--- config.mk ---
export PLATFORM = sky130hd
export DESIGN_NAME = uart_receiver_with_ring_buffer
export DESIGN_NICKNAME = d
export VERILOG_FILES = /design/src/hdl/urrb_pkg.sv /design/src/hdl/urrb_rx_front.sv /design/src/hdl/urrb_queue.sv /design/src/hdl/urrb_fifo_back.sv /design/src/hdl/uart_receiver_with_ring_buffer.sv
export VERILOG_INCLUDE_DIRS = /design/src /design/src/hdl
export SDC_FILE = /design/constraint.sdc
export NUM_CORES = 1
export LEC_CHECK = 0
export BUFFER_PORTS_ARGS = -buffer_cell sky130_fd_sc_hd__buf_2
export CORE_MARGIN = 2
export CORE_UTILIZATION = 46
export DETAILED_ROUTE_END_ITERATION = 10
export PLACE_DENSITY = 0.72
export RECOVER_POWER = 100
export SYNTH_ARGS = -nofsm -noshare
export SYNTH_HDL_FRONTEND = slang
export SYNTH_SLANG_ARGS = --single-unit
--- constraint.sdc ---
create_clock -name clk -period 5.98 [get_ports clk]
set_input_delay 0.598 -clock clk [delete_from_list [all_inputs] [get_ports clk]]
set_output_delay 0.598 -clock clk [all_outputs]
set_load 0.01 [all_outputs]
--- src/hdl/uart_receiver_with_ring_buffer_assert.svh ---
// ----------------------------------------------------------------------------
// uart_receiver_with_ring_buffer_assert
// Assertion macros shared by the receiver modules.
// ----------------------------------------------------------------------------
`ifndef UART_RECEIVER_WITH_RING_BUFFER_ASSERT_SVH
`define UART_RECEIVER_WITH_RING_BUFFER_ASSERT_SVH

// same-cycle implication, checked outside reset
`define URRB_ASSERT_IMPL(lbl, clk_s, rst_s, ante, cons, msg) \
    lbl: assert property (@(posedge clk_s) disable iff (!rst_s) (ante) |-> (cons)) \
        else $error(msg);

// next-cycle implication, checked outside reset
`define URRB_ASSERT_NEXT(lbl, clk_s, rst_s, ante, cons, msg) \
    lbl: assert property (@(posedge clk_s) disable iff (!rst_s) (ante) |=> (cons)) \
        else $error(msg);

`endif

--- src/hdl/urrb_pkg.sv ---
// ----------------------------------------------------------------------------
// urrb_pkg
// Shared types and constants of the uart receiver with receive ring buffer.
// ----------------------------------------------------------------------------
package urrb_pkg;

    // field widths
    localparam int CMD_W   = 3;
    localparam int BYTE_W  = 8;
    localparam int TICK_W  = 16;
    localparam int FILL_W  = 6;
    localparam int CFG_IDX_W = 2;

    // host commands
    localparam logic [CMD_W-1:0] CMD_NONE  = 3'd0;
    localparam logic [CMD_W-1:0] CMD_POP   = 3'd1;
    localparam logic [CMD_W-1:0] CMD_PEEK  = 3'd2;
    localparam logic [CMD_W-1:0] CMD_FLUSH = 3'd3;
    localparam logic [CMD_W-1:0] CMD_CLR_OVF = 3'd4;

    // configuration register indexes
    localparam logic [CFG_IDX_W-1:0] CFG_CENTER_TICKS = 2'd0;
    localparam logic [CFG_IDX_W-1:0] CFG_BIT_TICKS    = 2'd1;
    localparam logic [CFG_IDX_W-1:0] CFG_STOP_TICKS   = 2'd2;

    // configuration reset values
    localparam logic [TICK_W-1:0] CENTER_TICKS_RST = 16'd50;
    localparam logic [TICK_W-1:0] BIT_TICKS_RST    = 16'd114;
    localparam logic [TICK_W-1:0] STOP_TICKS_RST   = 16'd114;

    // decoupling queue between receiver and buffer
    localparam int QUEUE_DEPTH = 2;
    localparam int QPTR_W = $clog2(QUEUE_DEPTH);
    localparam int QCNT_W = $clog2(QUEUE_DEPTH + 1);

    // receiver phases
    typedef enum logic [3:0] {
        RX_IDLE   = 4'b0001,
        RX_CENTER = 4'b0010,
        RX_DATA   = 4'b0100,
        RX_STOP   = 4'b1000
    } rx_phase_t;

    // one classified item: host command plus a finished byte, if any
    typedef struct packed {
        logic [CMD_W-1:0]  cmd;
        logic              push;
        logic [BYTE_W-1:0] data;
    } queue_entry_t;

endpackage

--- src/hdl/urrb_rx_front.sv ---
// ----------------------------------------------------------------------------
// urrb_rx_front
// 8N1 receive state machine and timing registers; turns each sample tick
// into a queue entry carrying the host command and any completed byte.
// ----------------------------------------------------------------------------
module urrb_rx_front
(
    input  logic                           clk,
    input  logic                           rst_n,
    input  logic                           cfg_we,
    input  logic [urrb_pkg::CFG_IDX_W-1:0] cfg_index,
    input  logic [urrb_pkg::TICK_W-1:0]    cfg_data,
    input  logic                           tick_accept,
    input  logic [urrb_pkg::CMD_W-1:0]     command,
    input  logic                           rx_level,
    output urrb_pkg::queue_entry_t         entry
);
    import urrb_pkg::*;

    logic [TICK_W-1:0] center_ticks_reg;
    logic [TICK_W-1:0] bit_ticks_reg;
    logic [TICK_W-1:0] stop_ticks_reg;

    rx_phase_t         phase_reg, phase_next;
    logic              armed_reg, armed_next;
    logic [TICK_W-1:0] tick_reg, tick_next;
    logic [2:0]        bit_idx_reg, bit_idx_next;
    logic [BYTE_W-1:0] shift_reg, shift_next;

    logic [TICK_W:0]   tick_inc;
    logic              push;

    // timing registers
    always_ff @(posedge clk or negedge rst_n)
    begin
        if (!rst_n)
        begin
            center_ticks_reg <= CENTER_TICKS_RST;
            bit_ticks_reg    <= BIT_TICKS_RST;
            stop_ticks_reg   <= STOP_TICKS_RST;
        end
        else if (cfg_we)
        begin
            case (cfg_index)
                CFG_CENTER_TICKS: center_ticks_reg <= cfg_data;
                CFG_BIT_TICKS:    bit_ticks_reg    <= cfg_data;
                CFG_STOP_TICKS:   stop_ticks_reg   <= cfg_data;
                default:          ;
            endcase
        end
    end

    assign tick_inc = {1'b0, tick_reg} + {{TICK_W{1'b0}}, 1'b1};

    // frame sequencing
    always_comb
    begin
        phase_next   = phase_reg;
        armed_next   = armed_reg;
        tick_next    = tick_reg;
        bit_idx_next = bit_idx_reg;
        shift_next   = shift_reg;
        push         = 1'b0;
        case (phase_reg)
            RX_IDLE:
            begin
                if (rx_level)
                begin
                    armed_next = 1'b1;
                end
                else if (armed_reg)
                begin
                    armed_next   = 1'b0;
                    tick_next    = '0;
                    bit_idx_next = '0;
                    shift_next   = '0;
                    phase_next   = (center_ticks_reg == '0) ? RX_DATA : RX_CENTER;
                end
            end
            RX_CENTER:
            begin
                tick_next = tick_inc[TICK_W-1:0];
                if (tick_inc >= {1'b0, center_ticks_reg})
                begin
                    tick_next  = '0;
                    phase_next = RX_DATA;
                end
            end
            RX_DATA:
            begin
                tick_next = tick_inc[TICK_W-1:0];
                if (tick_inc >= {1'b0, bit_ticks_reg})
                begin
                    tick_next               = '0;
                    shift_next[bit_idx_reg] = rx_level;
                    bit_idx_next            = bit_idx_reg + 3'd1;
                    if (bit_idx_reg == 3'd7)
                    begin
                        phase_next = RX_STOP;
                    end
                end
            end
            RX_STOP:
            begin
                tick_next = tick_inc[TICK_W-1:0];
                if (tick_inc >= {1'b0, stop_ticks_reg})
                begin
                    tick_next  = '0;
                    push       = 1'b1;
                    armed_next = rx_level;
                    phase_next = RX_IDLE;
                end
            end
            default:
            begin
                phase_next = RX_IDLE;
            end
        endcase
    end

    // receiver state, advanced once per accepted tick
    always_ff @(posedge clk or negedge rst_n)
    begin
        if (!rst_n)
        begin
            phase_reg   <= RX_IDLE;
            armed_reg   <= 1'b1;
            tick_reg    <= '0;
            bit_idx_reg <= '0;
            shift_reg   <= '0;
        end
        else if (tick_accept)
        begin
            phase_reg   <= phase_next;
            armed_reg   <= armed_next;
            tick_reg    <= tick_next;
            bit_idx_reg <= bit_idx_next;
            shift_reg   <= shift_next;
        end
    end

    // classified item toward the queue
    assign entry.cmd  = command;
    assign entry.push = push;
    assign entry.data = shift_reg;

endmodule

--- src/hdl/urrb_queue.sv ---
// ----------------------------------------------------------------------------
// urrb_queue
// Short queue between the receiver front and the buffer back end.
// ----------------------------------------------------------------------------
module urrb_queue
(
    input  logic                   clk,
    input  logic                   rst_n,
    input  logic                   wr_en,
    input  urrb_pkg::queue_entry_t wr_entry,
    output logic                   full,
    input  logic                   rd_en,
    output logic                   rd_valid,
    output urrb_pkg::queue_entry_t rd_entry
);
    import urrb_pkg::*;

    `include "uart_receiver_with_ring_buffer_assert.svh"

    queue_entry_t      slot_reg [QUEUE_DEPTH];
    logic [QPTR_W-1:0] wr_ptr_reg;
    logic [QPTR_W-1:0] rd_ptr_reg;
    logic [QCNT_W-1:0] count_reg;

    assign full     = (count_reg == QCNT_W'(QUEUE_DEPTH));
    assign rd_valid = (count_reg != '0);
    assign rd_entry = slot_reg[rd_ptr_reg];

    // entry storage
    always_ff @(posedge clk)
    begin
        if (wr_en)
        begin
            slot_reg[wr_ptr_reg] <= wr_entry;
        end
    end

    // pointers and occupancy
    always_ff @(posedge clk or negedge rst_n)
    begin
        if (!rst_n)
        begin
            wr_ptr_reg <= '0;
            rd_ptr_reg <= '0;
            count_reg  <= '0;
        end
        else
        begin
            if (wr_en)
            begin
                wr_ptr_reg <= (wr_ptr_reg == QPTR_W'(QUEUE_DEPTH - 1)) ?
                              '0 : wr_ptr_reg + 1'b1;
            end
            if (rd_en)
            begin
                rd_ptr_reg <= (rd_ptr_reg == QPTR_W'(QUEUE_DEPTH - 1)) ?
                              '0 : rd_ptr_reg + 1'b1;
            end
            if (wr_en && !rd_en)
            begin
                count_reg <= count_reg + 1'b1;
            end
            else if (rd_en && !wr_en)
            begin
                count_reg <= count_reg - 1'b1;
            end
        end
    end

    `URRB_ASSERT_IMPL(a_q_no_overrun, clk, rst_n, full, !wr_en, "queue written while full")
    `URRB_ASSERT_IMPL(a_q_no_underrun, clk, rst_n, !rd_valid, !rd_en, "queue read while empty")
    `URRB_ASSERT_NEXT(a_q_count_up, clk, rst_n, wr_en && !rd_en, count_reg == $past(count_reg) + 1'b1, "queue count did not grow")

endmodule

--- src/hdl/urrb_fifo_back.sv ---
// ----------------------------------------------------------------------------
// urrb_fifo_back
// Receive ring buffer: stores bytes, serves pop, peek, flush and overflow
// clear, and holds the result register toward the host.
// ----------------------------------------------------------------------------
module urrb_fifo_back
#(
    parameter int FIFO_DEPTH = 64
)
(
    input  logic                          clk,
    input  logic                          rst_n,
    input  logic                          q_valid,
    input  urrb_pkg::queue_entry_t        q_entry,
    output logic                          q_pop,
    output logic                          result_valid,
    input  logic                          result_stall,
    output logic [urrb_pkg::BYTE_W-1:0]   read_data,
    output logic                          read_valid,
    output logic [urrb_pkg::FILL_W-1:0]   fill_count,
    output logic                          overflow
);
    import urrb_pkg::*;

    `include "uart_receiver_with_ring_buffer_assert.svh"

    localparam int PTR_W = $clog2(FIFO_DEPTH);
    localparam int CNT_W = (PTR_W + 1 > FILL_W) ? PTR_W + 1 : FILL_W;

    logic [BYTE_W-1:0] mem [FIFO_DEPTH];

    logic [PTR_W-1:0]  head_reg, head_next;
    logic [PTR_W-1:0]  tail_reg, tail_next;
    logic              ovf_reg, ovf_next;

    // result stage
    logic              res_valid_reg;
    logic              res_hit_reg;
    logic              res_byp_reg;
    logic [BYTE_W-1:0] res_byp_data_reg;
    logic [BYTE_W-1:0] res_mem_data_reg;
    logic [FILL_W-1:0] res_fill_reg;
    logic              res_ovf_reg;

    logic              fire;
    logic [PTR_W-1:0]  tail_inc;
    logic [PTR_W-1:0]  head_inc;
    logic              full;
    logic              do_write;
    logic [PTR_W-1:0]  tail_pushed;
    logic              ovf_seen;
    logic              is_read;
    logic              hit;
    logic              bypass;
    logic [CNT_W-1:0]  fill_wide;

    assign fire  = q_valid && (!res_valid_reg || !result_stall);
    assign q_pop = fire;

    assign tail_inc = (tail_reg == PTR_W'(FIFO_DEPTH - 1)) ? '0 : tail_reg + 1'b1;
    assign head_inc = (head_reg == PTR_W'(FIFO_DEPTH - 1)) ? '0 : head_reg + 1'b1;

    // receive side goes first: append the byte or flag the overflow
    assign full        = (tail_inc == head_reg);
    assign do_write    = q_entry.push && !full;
    assign tail_pushed = do_write ? tail_inc : tail_reg;
    assign ovf_seen    = ovf_reg || (q_entry.push && full);

    // host side: a read of a byte written in this same item takes the bypass
    assign is_read = (q_entry.cmd inside {CMD_POP, CMD_PEEK});
    assign hit     = is_read && (head_reg != tail_pushed);
    assign bypass  = do_write && (head_reg == tail_reg);

    always_comb
    begin
        head_next = head_reg;
        tail_next = tail_pushed;
        ovf_next  = ovf_seen;
        case (q_entry.cmd)
            CMD_POP:
            begin
                if (hit)
                begin
                    head_next = head_inc;
                end
            end
            CMD_FLUSH:
            begin
                head_next = '0;
                tail_next = '0;
            end
            CMD_CLR_OVF:
            begin
                ovf_next = 1'b0;
            end
            default:
            begin
            end
        endcase
    end

    // occupancy after this item, reported modulo the field width
    always_comb
    begin
        if (tail_next >= head_next)
        begin
            fill_wide = CNT_W'(tail_next) - CNT_W'(head_next);
        end
        else
        begin
            fill_wide = CNT_W'(tail_next) + CNT_W'(FIFO_DEPTH) - CNT_W'(head_next);
        end
    end

    // byte storage with registered read at the head
    always_ff @(posedge clk)
    begin
        if (fire && do_write)
        begin
            mem[tail_reg] <= q_entry.data;
        end
        if (fire)
        begin
            res_mem_data_reg <= mem[head_reg];
        end
    end

    // result payload
    always_ff @(posedge clk)
    begin
        if (fire)
        begin
            res_hit_reg      <= hit;
            res_byp_reg      <= bypass;
            res_byp_data_reg <= q_entry.data;
            res_fill_reg     <= fill_wide[FILL_W-1:0];
            res_ovf_reg      <= ovf_seen;
        end
    end

    // pointers, flag and result valid
    always_ff @(posedge clk or negedge rst_n)
    begin
        if (!rst_n)
        begin
            head_reg      <= '0;
            tail_reg      <= '0;
            ovf_reg       <= 1'b0;
            res_valid_reg <= 1'b0;
        end
        else
        begin
            if (fire)
            begin
                head_reg <= head_next;
                tail_reg <= tail_next;
                ovf_reg  <= ovf_next;
            end
            if (fire)
            begin
                res_valid_reg <= 1'b1;
            end
            else if (!result_stall)
            begin
                res_valid_reg <= 1'b0;
            end
        end
    end

    assign result_valid = res_valid_reg;
    assign read_valid   = res_hit_reg;
    assign read_data    = !res_hit_reg ? '0 :
                          (res_byp_reg ? res_byp_data_reg : res_mem_data_reg);
    assign fill_count   = res_fill_reg;
    assign overflow     = res_ovf_reg;

    `URRB_ASSERT_IMPL(a_ptr_range, clk, rst_n, 1'b1, (head_reg <= PTR_W'(FIFO_DEPTH - 1)) && (tail_reg <= PTR_W'(FIFO_DEPTH - 1)), "ring pointer out of range")
    `URRB_ASSERT_NEXT(a_flush_empty, clk, rst_n, fire && (q_entry.cmd == CMD_FLUSH), (head_reg == tail_reg) && (res_fill_reg == '0), "flush left bytes behind")
    `URRB_ASSERT_NEXT(a_ovf_on_full, clk, rst_n, fire && q_entry.push && full && (q_entry.cmd != CMD_FLUSH), res_ovf_reg && (tail_reg == $past(tail_reg)), "byte into full buffer not flagged")

endmodule

--- src/hdl/uart_receiver_with_ring_buffer.sv ---
// ----------------------------------------------------------------------------
// uart_receiver_with_ring_buffer
// 8N1 receiver driven by one sample tick per transfer, with a host-side
// receive ring buffer (pop, peek, flush, read-and-clear overflow).
//
//   channel  | handshake             | payload
//   ---------+-----------------------+-------------------------------------
//   item     | item_valid/item_stall | command, rx_level
//   result   | result_valid/stall    | read_data, read_valid, fill_count,
//            |                       | overflow
//   cfg      | cfg_valid/cfg_ready   | cfg_index, cfg_data
//
// One tick transfer is taken every cycle unless item_stall is high. The
// receiver works on the tick in the accept cycle, the buffer stage does the
// pointer update and the registered memory read at the head. A two-entry queue
// between the receiver and the buffer lets item transfers continue while the
// result register is stalled; item_stall rises only when that queue is full. No
// clearing pass after reset; cfg_ready is always high.
// ----------------------------------------------------------------------------
module uart_receiver_with_ring_buffer
#(
    parameter int FIFO_DEPTH = 64
)
(
    input  logic                           clk,
    input  logic                           rst_n,
    // tick input
    input  logic                           item_valid,
    output logic                           item_stall,
    input  logic [urrb_pkg::CMD_W-1:0]     command,
    input  logic                           rx_level,
    // result output
    output logic                           result_valid,
    input  logic                           result_stall,
    output logic [urrb_pkg::BYTE_W-1:0]    read_data,
    output logic                           read_valid,
    output logic [urrb_pkg::FILL_W-1:0]    fill_count,
    output logic                           overflow,
    // configuration writes
    input  logic                           cfg_valid,
    output logic                           cfg_ready,
    input  logic [urrb_pkg::CFG_IDX_W-1:0] cfg_index,
    input  logic [urrb_pkg::TICK_W-1:0]    cfg_data
);
    import urrb_pkg::*;

    logic         tick_accept;
    logic         q_full;
    logic         q_valid;
    logic         q_pop;
    queue_entry_t front_entry;
    queue_entry_t back_entry;

    assign cfg_ready   = 1'b1;
    assign item_stall  = q_full;
    assign tick_accept = item_valid && !q_full;

    // receiver front
    urrb_rx_front u_front
    (
        .clk         (clk),
        .rst_n       (rst_n),
        .cfg_we      (cfg_valid && cfg_ready),
        .cfg_index   (cfg_index),
        .cfg_data    (cfg_data),
        .tick_accept (tick_accept),
        .command     (command),
        .rx_level    (rx_level),
        .entry       (front_entry)
    );

    // decoupling queue
    urrb_queue u_queue
    (
        .clk      (clk),
        .rst_n    (rst_n),
        .wr_en    (tick_accept),
        .wr_entry (front_entry),
        .full     (q_full),
        .rd_en    (q_pop),
        .rd_valid (q_valid),
        .rd_entry (back_entry)
    );

    // ring buffer back end
    urrb_fifo_back #(
        .FIFO_DEPTH (FIFO_DEPTH)
    ) u_back
    (
        .clk          (clk),
        .rst_n        (rst_n),
        .q_valid      (q_valid),
        .q_entry      (back_entry),
        .q_pop        (q_pop),
        .result_valid (result_valid),
        .result_stall (result_stall),
        .read_data    (read_data),
        .read_valid   (read_valid),
        .fill_count   (fill_count),
        .overflow     (overflow)
    );

endmodule

Word-level counts from Yosys, hierarchy flattened
Memory sizes are Yosys's and may differ from the RTL's. A register that Yosys moved wholly into a read port is not among the register bits.
Index checks and enable logic that the tools add are counted.
Word-level totals
  bits in registers: 115
  RAM bits: 536
  output and inout port bits: 19
  logic and storage cells: 146
  memories kept: 2
Operators by class
  add/subtract/negate cells: 11
  $lt $le $gt $ge: 6
  equal/unequal tests: 24
  mux-type cells: 50
  reductions and logical operators: 33
Memories
  u_back.mem: words 64, width 8, read ports 1, clocked after memory_dff 1, wr ports 1, line urrb_fifo_back.sv:30  | logic [BYTE_W-1:0] mem [FIFO_DEPTH];
  u_queue.slot_reg: words 2, width 12, read ports 1, clocked after memory_dff 0, wr ports 1, line urrb_queue.sv:20  | queue_entry_t slot_reg [QUEUE_DEPTH];
Operators with widths (count)
  16-bit two-way mux: 5
  16-bit one-hot mux with 4 select lines: 1
  17-bit by 16-bit greater-or-equal comparator with 1-bit output: 3
  8-bit two-way mux: 5
  6-bit two-way mux: 6
  4-bit two-way mux: 6
  6-bit by 1-bit adder with 6-bit output, second input constant: 3
  16-bit by 1-bit adder with 17-bit output, second input constant: 1
  16-bit logical NOT: 1
  4-bit one-hot mux with 4 select lines: 1
  8-bit one-hot mux with 2 select lines: 1
  1-bit two-way mux: 14
  6-bit equality test: 2
  6-bit equality test, second input constant: 2
  3-bit two-way mux: 4
  2-bit by 1-bit inequality test with 1-bit output, second input constant: 6
  6-bit one-hot mux with 2 select lines: 1
  6-bit subtractor: 2
  1-bit logical AND: 10
  2-bit nonzero test: 5
  8-bit bitwise mux: 1
  7-bit AND reduction: 1
  3-bit by 2-bit equality test with 1-bit output, second input constant: 2
  3-bit equality test, second input constant: 2
  28 further kinds: 39

Logic depth before layout (Yosys ltp)
  word-level depth: 12
  mapped depth: 20
  depth with buffers taken out: 19

Modules after synthesis
From an unflattened synthesis, not the netlist that was laid out.
Unflattened totals
  cells, all modules: 1671
  area total of the unflattened synthesis: 28506.1 µm²
By module, submodules not included
  urrb_fifo_back: times used 1, cells each 1090, area an instance 22338.9 µm², seq. area each 16475.8 µm²
  urrb_rx_front: times used 1, cells each 525, area an instance 5052.3 µm², seq. area each 2018.2 µm²
  urrb_queue: times used 1, cells each 53, area an instance 1089.8 µm², seq. area each 820.8 µm²
  uart_receiver_with_ring_buffer: times used 1, cells each 3, area an instance 25.0 µm², seq. area each 0.0 µm²

Worst setup path after synthesis
Ideal clock, no wire load.
  path kind: register to register
  start: reg u_back.tail_reg[0]
  end: reg u_back.res_fill_reg[5] (netlist: u_back.fill_count[5]) (data pin)
  arrival time: 4.002 ns
  path slack: 1.717 ns
  stages on the path, launching flop included: 18
  path buffers: 0
  period minus slack after synthesis: 4.263 ns
  path through: dfrtp_1 > ha_1 > and3_1 > nor3_2 > a2111oi_4 > o41ai_4 > mux2i_1 > xnor2_2 > o31ai_4 > or2_1 > and3_1 > a211oi_1 > ha_1 > a21oi_1 > o21bai_1 > a21oi_1 > xor2_1 > xnor2_1
On the way
  cells in the longest elaborated chain, start to end: 12
  elaborated cells between the ends (all ways): 17
RTL lines
  start, declared: line urrb_fifo_back.sv:33  | logic [PTR_W-1:0] tail_reg, tail_next;
  start signal, assigned: line urrb_fifo_back.sv:156  | tail_reg <= tail_next;
  6-bit by 1-bit adder with 6-bit output / 6-bit equality test (equally long branches): line urrb_fifo_back.sv:60  | assign tail_inc = (tail_reg == PTR_W'(FIFO_DEPTH - 1)) ? '0 : tail_reg + 1'b1;
  6-bit two-way mux: line urrb_fifo_back.sv:60
  6-bit equality test: line urrb_fifo_back.sv:64  | assign full = (tail_inc == head_reg);
  1-bit logical NOT: line urrb_fifo_back.sv:65  | assign do_write = q_entry.push && !full;
  1-bit logical AND: line urrb_fifo_back.sv:65
  6-bit two-way mux (*): line urrb_fifo_back.sv:66  | assign tail_pushed = do_write ? tail_inc : tail_reg;
  parallel branches: the longest is 5 deep, another holds 6-bit by 1-bit adder with 6-bit output
  6-bit two-way mux (*): line urrb_fifo_back.sv:105  | if (tail_next >= head_next)
  named net u_back.fill_wide[5]: line urrb_fifo_back.sv:55  | logic [CNT_W-1:0] fill_wide;
  end signal, assigned: line urrb_fifo_back.sv:136  | res_fill_reg <= fill_wide[FILL_W-1:0];
  end, declared: line urrb_fifo_back.sv:42  | logic [FILL_W-1:0] res_fill_reg;
Mark *: on every way through the listed nets, which the timed path passes.
A chain may end at the register's enable or synchronous reset.

Worst setup path after layout
Ends and elaborated chain as after synthesis.

==> metrics.cfg <==
[timing]
fin_crit_sh_pct = 86.6
drv_slew = 635
setup-violations-final = 0
min_period_ps = 5180
tns_ps = 0
whs_ps = 201
grt_setup_unrepaired = false
hold_viol_final = 0
worstMarginPinSlew_ps = 3270
max_clock_freq_mhz = 193
max_slew_margin_pct = -118
fin_skew_ps = 37.3

[synth]
synthAdderAreaFrac_pct = 2.68
synth_top_family_by_area = multiplexers
netlist-cell-type-count = 74
synth-seq-cells = 659
synthFlopType = edfxtp_1
synthArstFlopShare_pct = 14.9
yosys.area_share.simple_pct = 5.46
muxShareOfSynthArea_pct = 15.9
netlist_area_mm2 = 0.0283
syn_inst = 1625
synth_seq_area_share_pct = 68.4
avgSynthCellArea_um2 = 17.4
ys_warn_count = 0
synth_nets = 1712
synth_compound_area_share_pct = 4.03
synth_xor_area_share_pct = 1.36
synth_edf_count = 561

[floorplanning]
die_width_um = 252
die_y_um = 252
start_util_pct = 46.6
dieArea_mm2 = 0.0634
rows = 90
coreArea_mm2 = 0.0606
io_pins = 46

[worst_setup_path]
cpPeakStageDelay_ps = 650
path_class = flip-flop to flip-flop
path_cells = ha_1, nand3_1, xnor2_2, nand4_1, o41ai_4, mux2i_1, xnor2_1, o31ai_4, nor2_1, a22oi_1, ha_1, a21o_1, a21oi_1, o21bai_1, a21oi_1, xor2_1, xnor2_1
arrival_ps = 5530
crit_path_start_kind = flip-flop
critPathCaptureType = flip-flop
required_ps = 6330
crit_path_max_fanout = 15
cp_slowest_cell = dfrtp_1

[detailed_routing]
route.detailed.drc = 0
drtAntennaViolNets = 0
first_iter_violations = 1559
drt-total-wl_mm = 61.8
vias_per_cell = 5.95
wl_per_cell_um = 24.6
vias = 15000
first_pass_iters = 5

[outcome]
failed_checks = max-capacitance violations, max-slew violations
outcome = finished with violations

[final_layout]
multiInputGateArea_mm2 = 0.00829
drive_above_1_share_pct = 22.0
largest_reg_flops = 512
nets = 1766
seq_area_mm2 = 0.0193
syn2layout_area_growth_pct = 11.1
n_fill_cell = 4825

[power]
combPwrFrac_pct = 22.2
leakagePower_nw = 10.5
switchingPower_mw = 3.90
power.internal_mw = 9.38
power.density_mw_per_mm2 = 423
p_seq_share_pct = 46.3
clkPwrFrac_pct = 31.5
swShare_pct = 29.4
peakVddDrop_mv = 0.278

[clock_network]
cts-root-buf = clkbuf_16
cts_tree = built
insertion_delay_ps = 630
clkTransAtPathRegs_ps = 60
cts.path.max_buffers = 3
clock-sinks = 659
cts_made_buffers = 68
postCtsHoldBufs = 0
ctsResizeCount = 0
cts_setup_buffers = 0
htreeDepth = 3

[placed_design]
dp_hpwl_mm = 37.6
portBuffers = 44
gp_congestion = 0.852

[global_routing]
grt_util_all_layers_pct = 19.6
grt_pass1_vias = 15100
gr-total-overflow = 0
grt_max_degree = 66
grt_pass1_wl_mm = 92.9
antenna_found_initial = 4

[hold_path]
hold_class = input port to flip-flop

[job]
cap_violations = 10

synthesized netlist by cell type, types with 7 or more instances:
cell type	count	area, um^2
a31oi_1	13	81.3
and3_1	7	43.8
clkbuf_1	53	199
mux2i_1	18	180
a21oi_1	24	120
o31ai_1	7	52.6
o21ai_0	52	260
nand3b_1	7	52.6
nand3_1	33	165
a32o_1	7	70.1
ha_1	59	738
nand2_1	69	259
nor4_1	10	62.6
nand4_1	13	81.3
inv_1	71	267
nor2b_1	19	119
mux4_2	168	3780
edfxtp_1	561	16800
buf_1	18	67.6
dfrtp_1	85	2130
xnor2_1	27	236
dfstp_2	13	342
a22o_1	7	61.3
mux2_2	46	518
o21a_1	8	60.1
a21o_1	12	90.1
nor3_1	16	80.1
nor2_1	102	383
xor2_1	10	87.6
path summary, 6_finish.rpt:
kind	start	cells after the start	to	slack, ps
max	u_back.tail_reg[0]	17	u_back.fill_count[5]	800
min	command[2]	1	u_queue.slot_reg[0][11]	200
max reg2reg	u_back.tail_reg[0]	17	u_back.fill_count[5]	800
min reg2reg	u_front.shift_reg[2]	0	u_queue.slot_reg[1][2]	470
max in group asynchronous	rst_n	2	u_back.head_reg[0]	3080
min in group asynchronous	rst_n	1	u_front.stop_ticks_reg[2]	980
cell usage in the layout, fill, tap and decap left out, types with 9 or more instances in the layout:
cell type	n
a31oi_1	13
nand4_1	14
o21ai_0	52
clkbuf_16	69
mux2_2	46
a21o_1	12
nand3_1	34
ha_1	59
clkbuf_1	51
nor3_1	16
nor2b_1	19
mux4_2	168
nand2_1	69
xor2_1	10
xnor2_1	28
nor4_1	10
clkinv_2	9
buf_2	21
dfrtp_1	81
nor2_1	102
inv_1	72
mux2i_1	18
edfxtp_1	561
dfstp_2	13
a21oi_1	24
layout make-up:
cell class / count / share of cell area (%)
Tap cell: 782 / 3.12
Clock buffer: 90 / 5.88
Inverter: 72 / 0.861
Multi-Input combinational cell: 814 / 26.4
Timing Repair Buffer: 64 / 0.949
Clock inverter: 36 / 1.20
Antenna cell: 1 / 0.00797
Sequential cell: 659 / 61.6
cells by family after synthesis:
family | count (synthesis)
compound gates | 164
xor+xnor | 40
fa+ha+maj | 60
buf+inv | 152
flops | 659
mux | 234
other cells | 1
simple gates | 315
worst max-delay path: cells and delay by family, from the launching register on:
kind / cells / cell delay (ps)
compound gates: 7 / 2030
fa+ha+maj: 2 / 640
flops: 1 / 650
xor+xnor: 4 / 640
simple gates: 3 / 630
mux: 1 / 340
metal layers:
metal | part of all wire (%) | routed length (um) | track usage (%)
met3 | 7.0 | 4310 | 4.39
met5 | 0.097 | 60 | 0
met4 | 2.8 | 1760 | 6.48
met2 | 50 | 31100 | 32.8
met1 | 40 | 24600 | 25.7
power by group through the flow:
stage | Sequential [mW] | Clock [mW] | Combinational (mW)
floorplan | 6.02 | 0 | 2.07
global placement | 6.14 | 0 | 2.94
detailed placement | 6.16 | 0 | 3.00
CTS | 6.07 | 4.26 | 3.03
global route | 6.19 | 4.43 | 3.19
finish | 6.15 | 4.19 | 2.95
stage by stage:
step	area, um^2	worst slack [ps]	utilization [%]	power [mW]	instances
final	31400	802	51.8	13.3	2518
after global routing	31400	355	51.8	13.8	2517
after CTS	31500	978	52.0	13.4	2517
after detailed placement	29300	1010	48.3	9.16	2391
after global placement	29300	1110	48.3	9.09	2391
after floorplan	28300	1720	-	8.08	1625
Note: power is estimated with default switching activity, not from simulation.
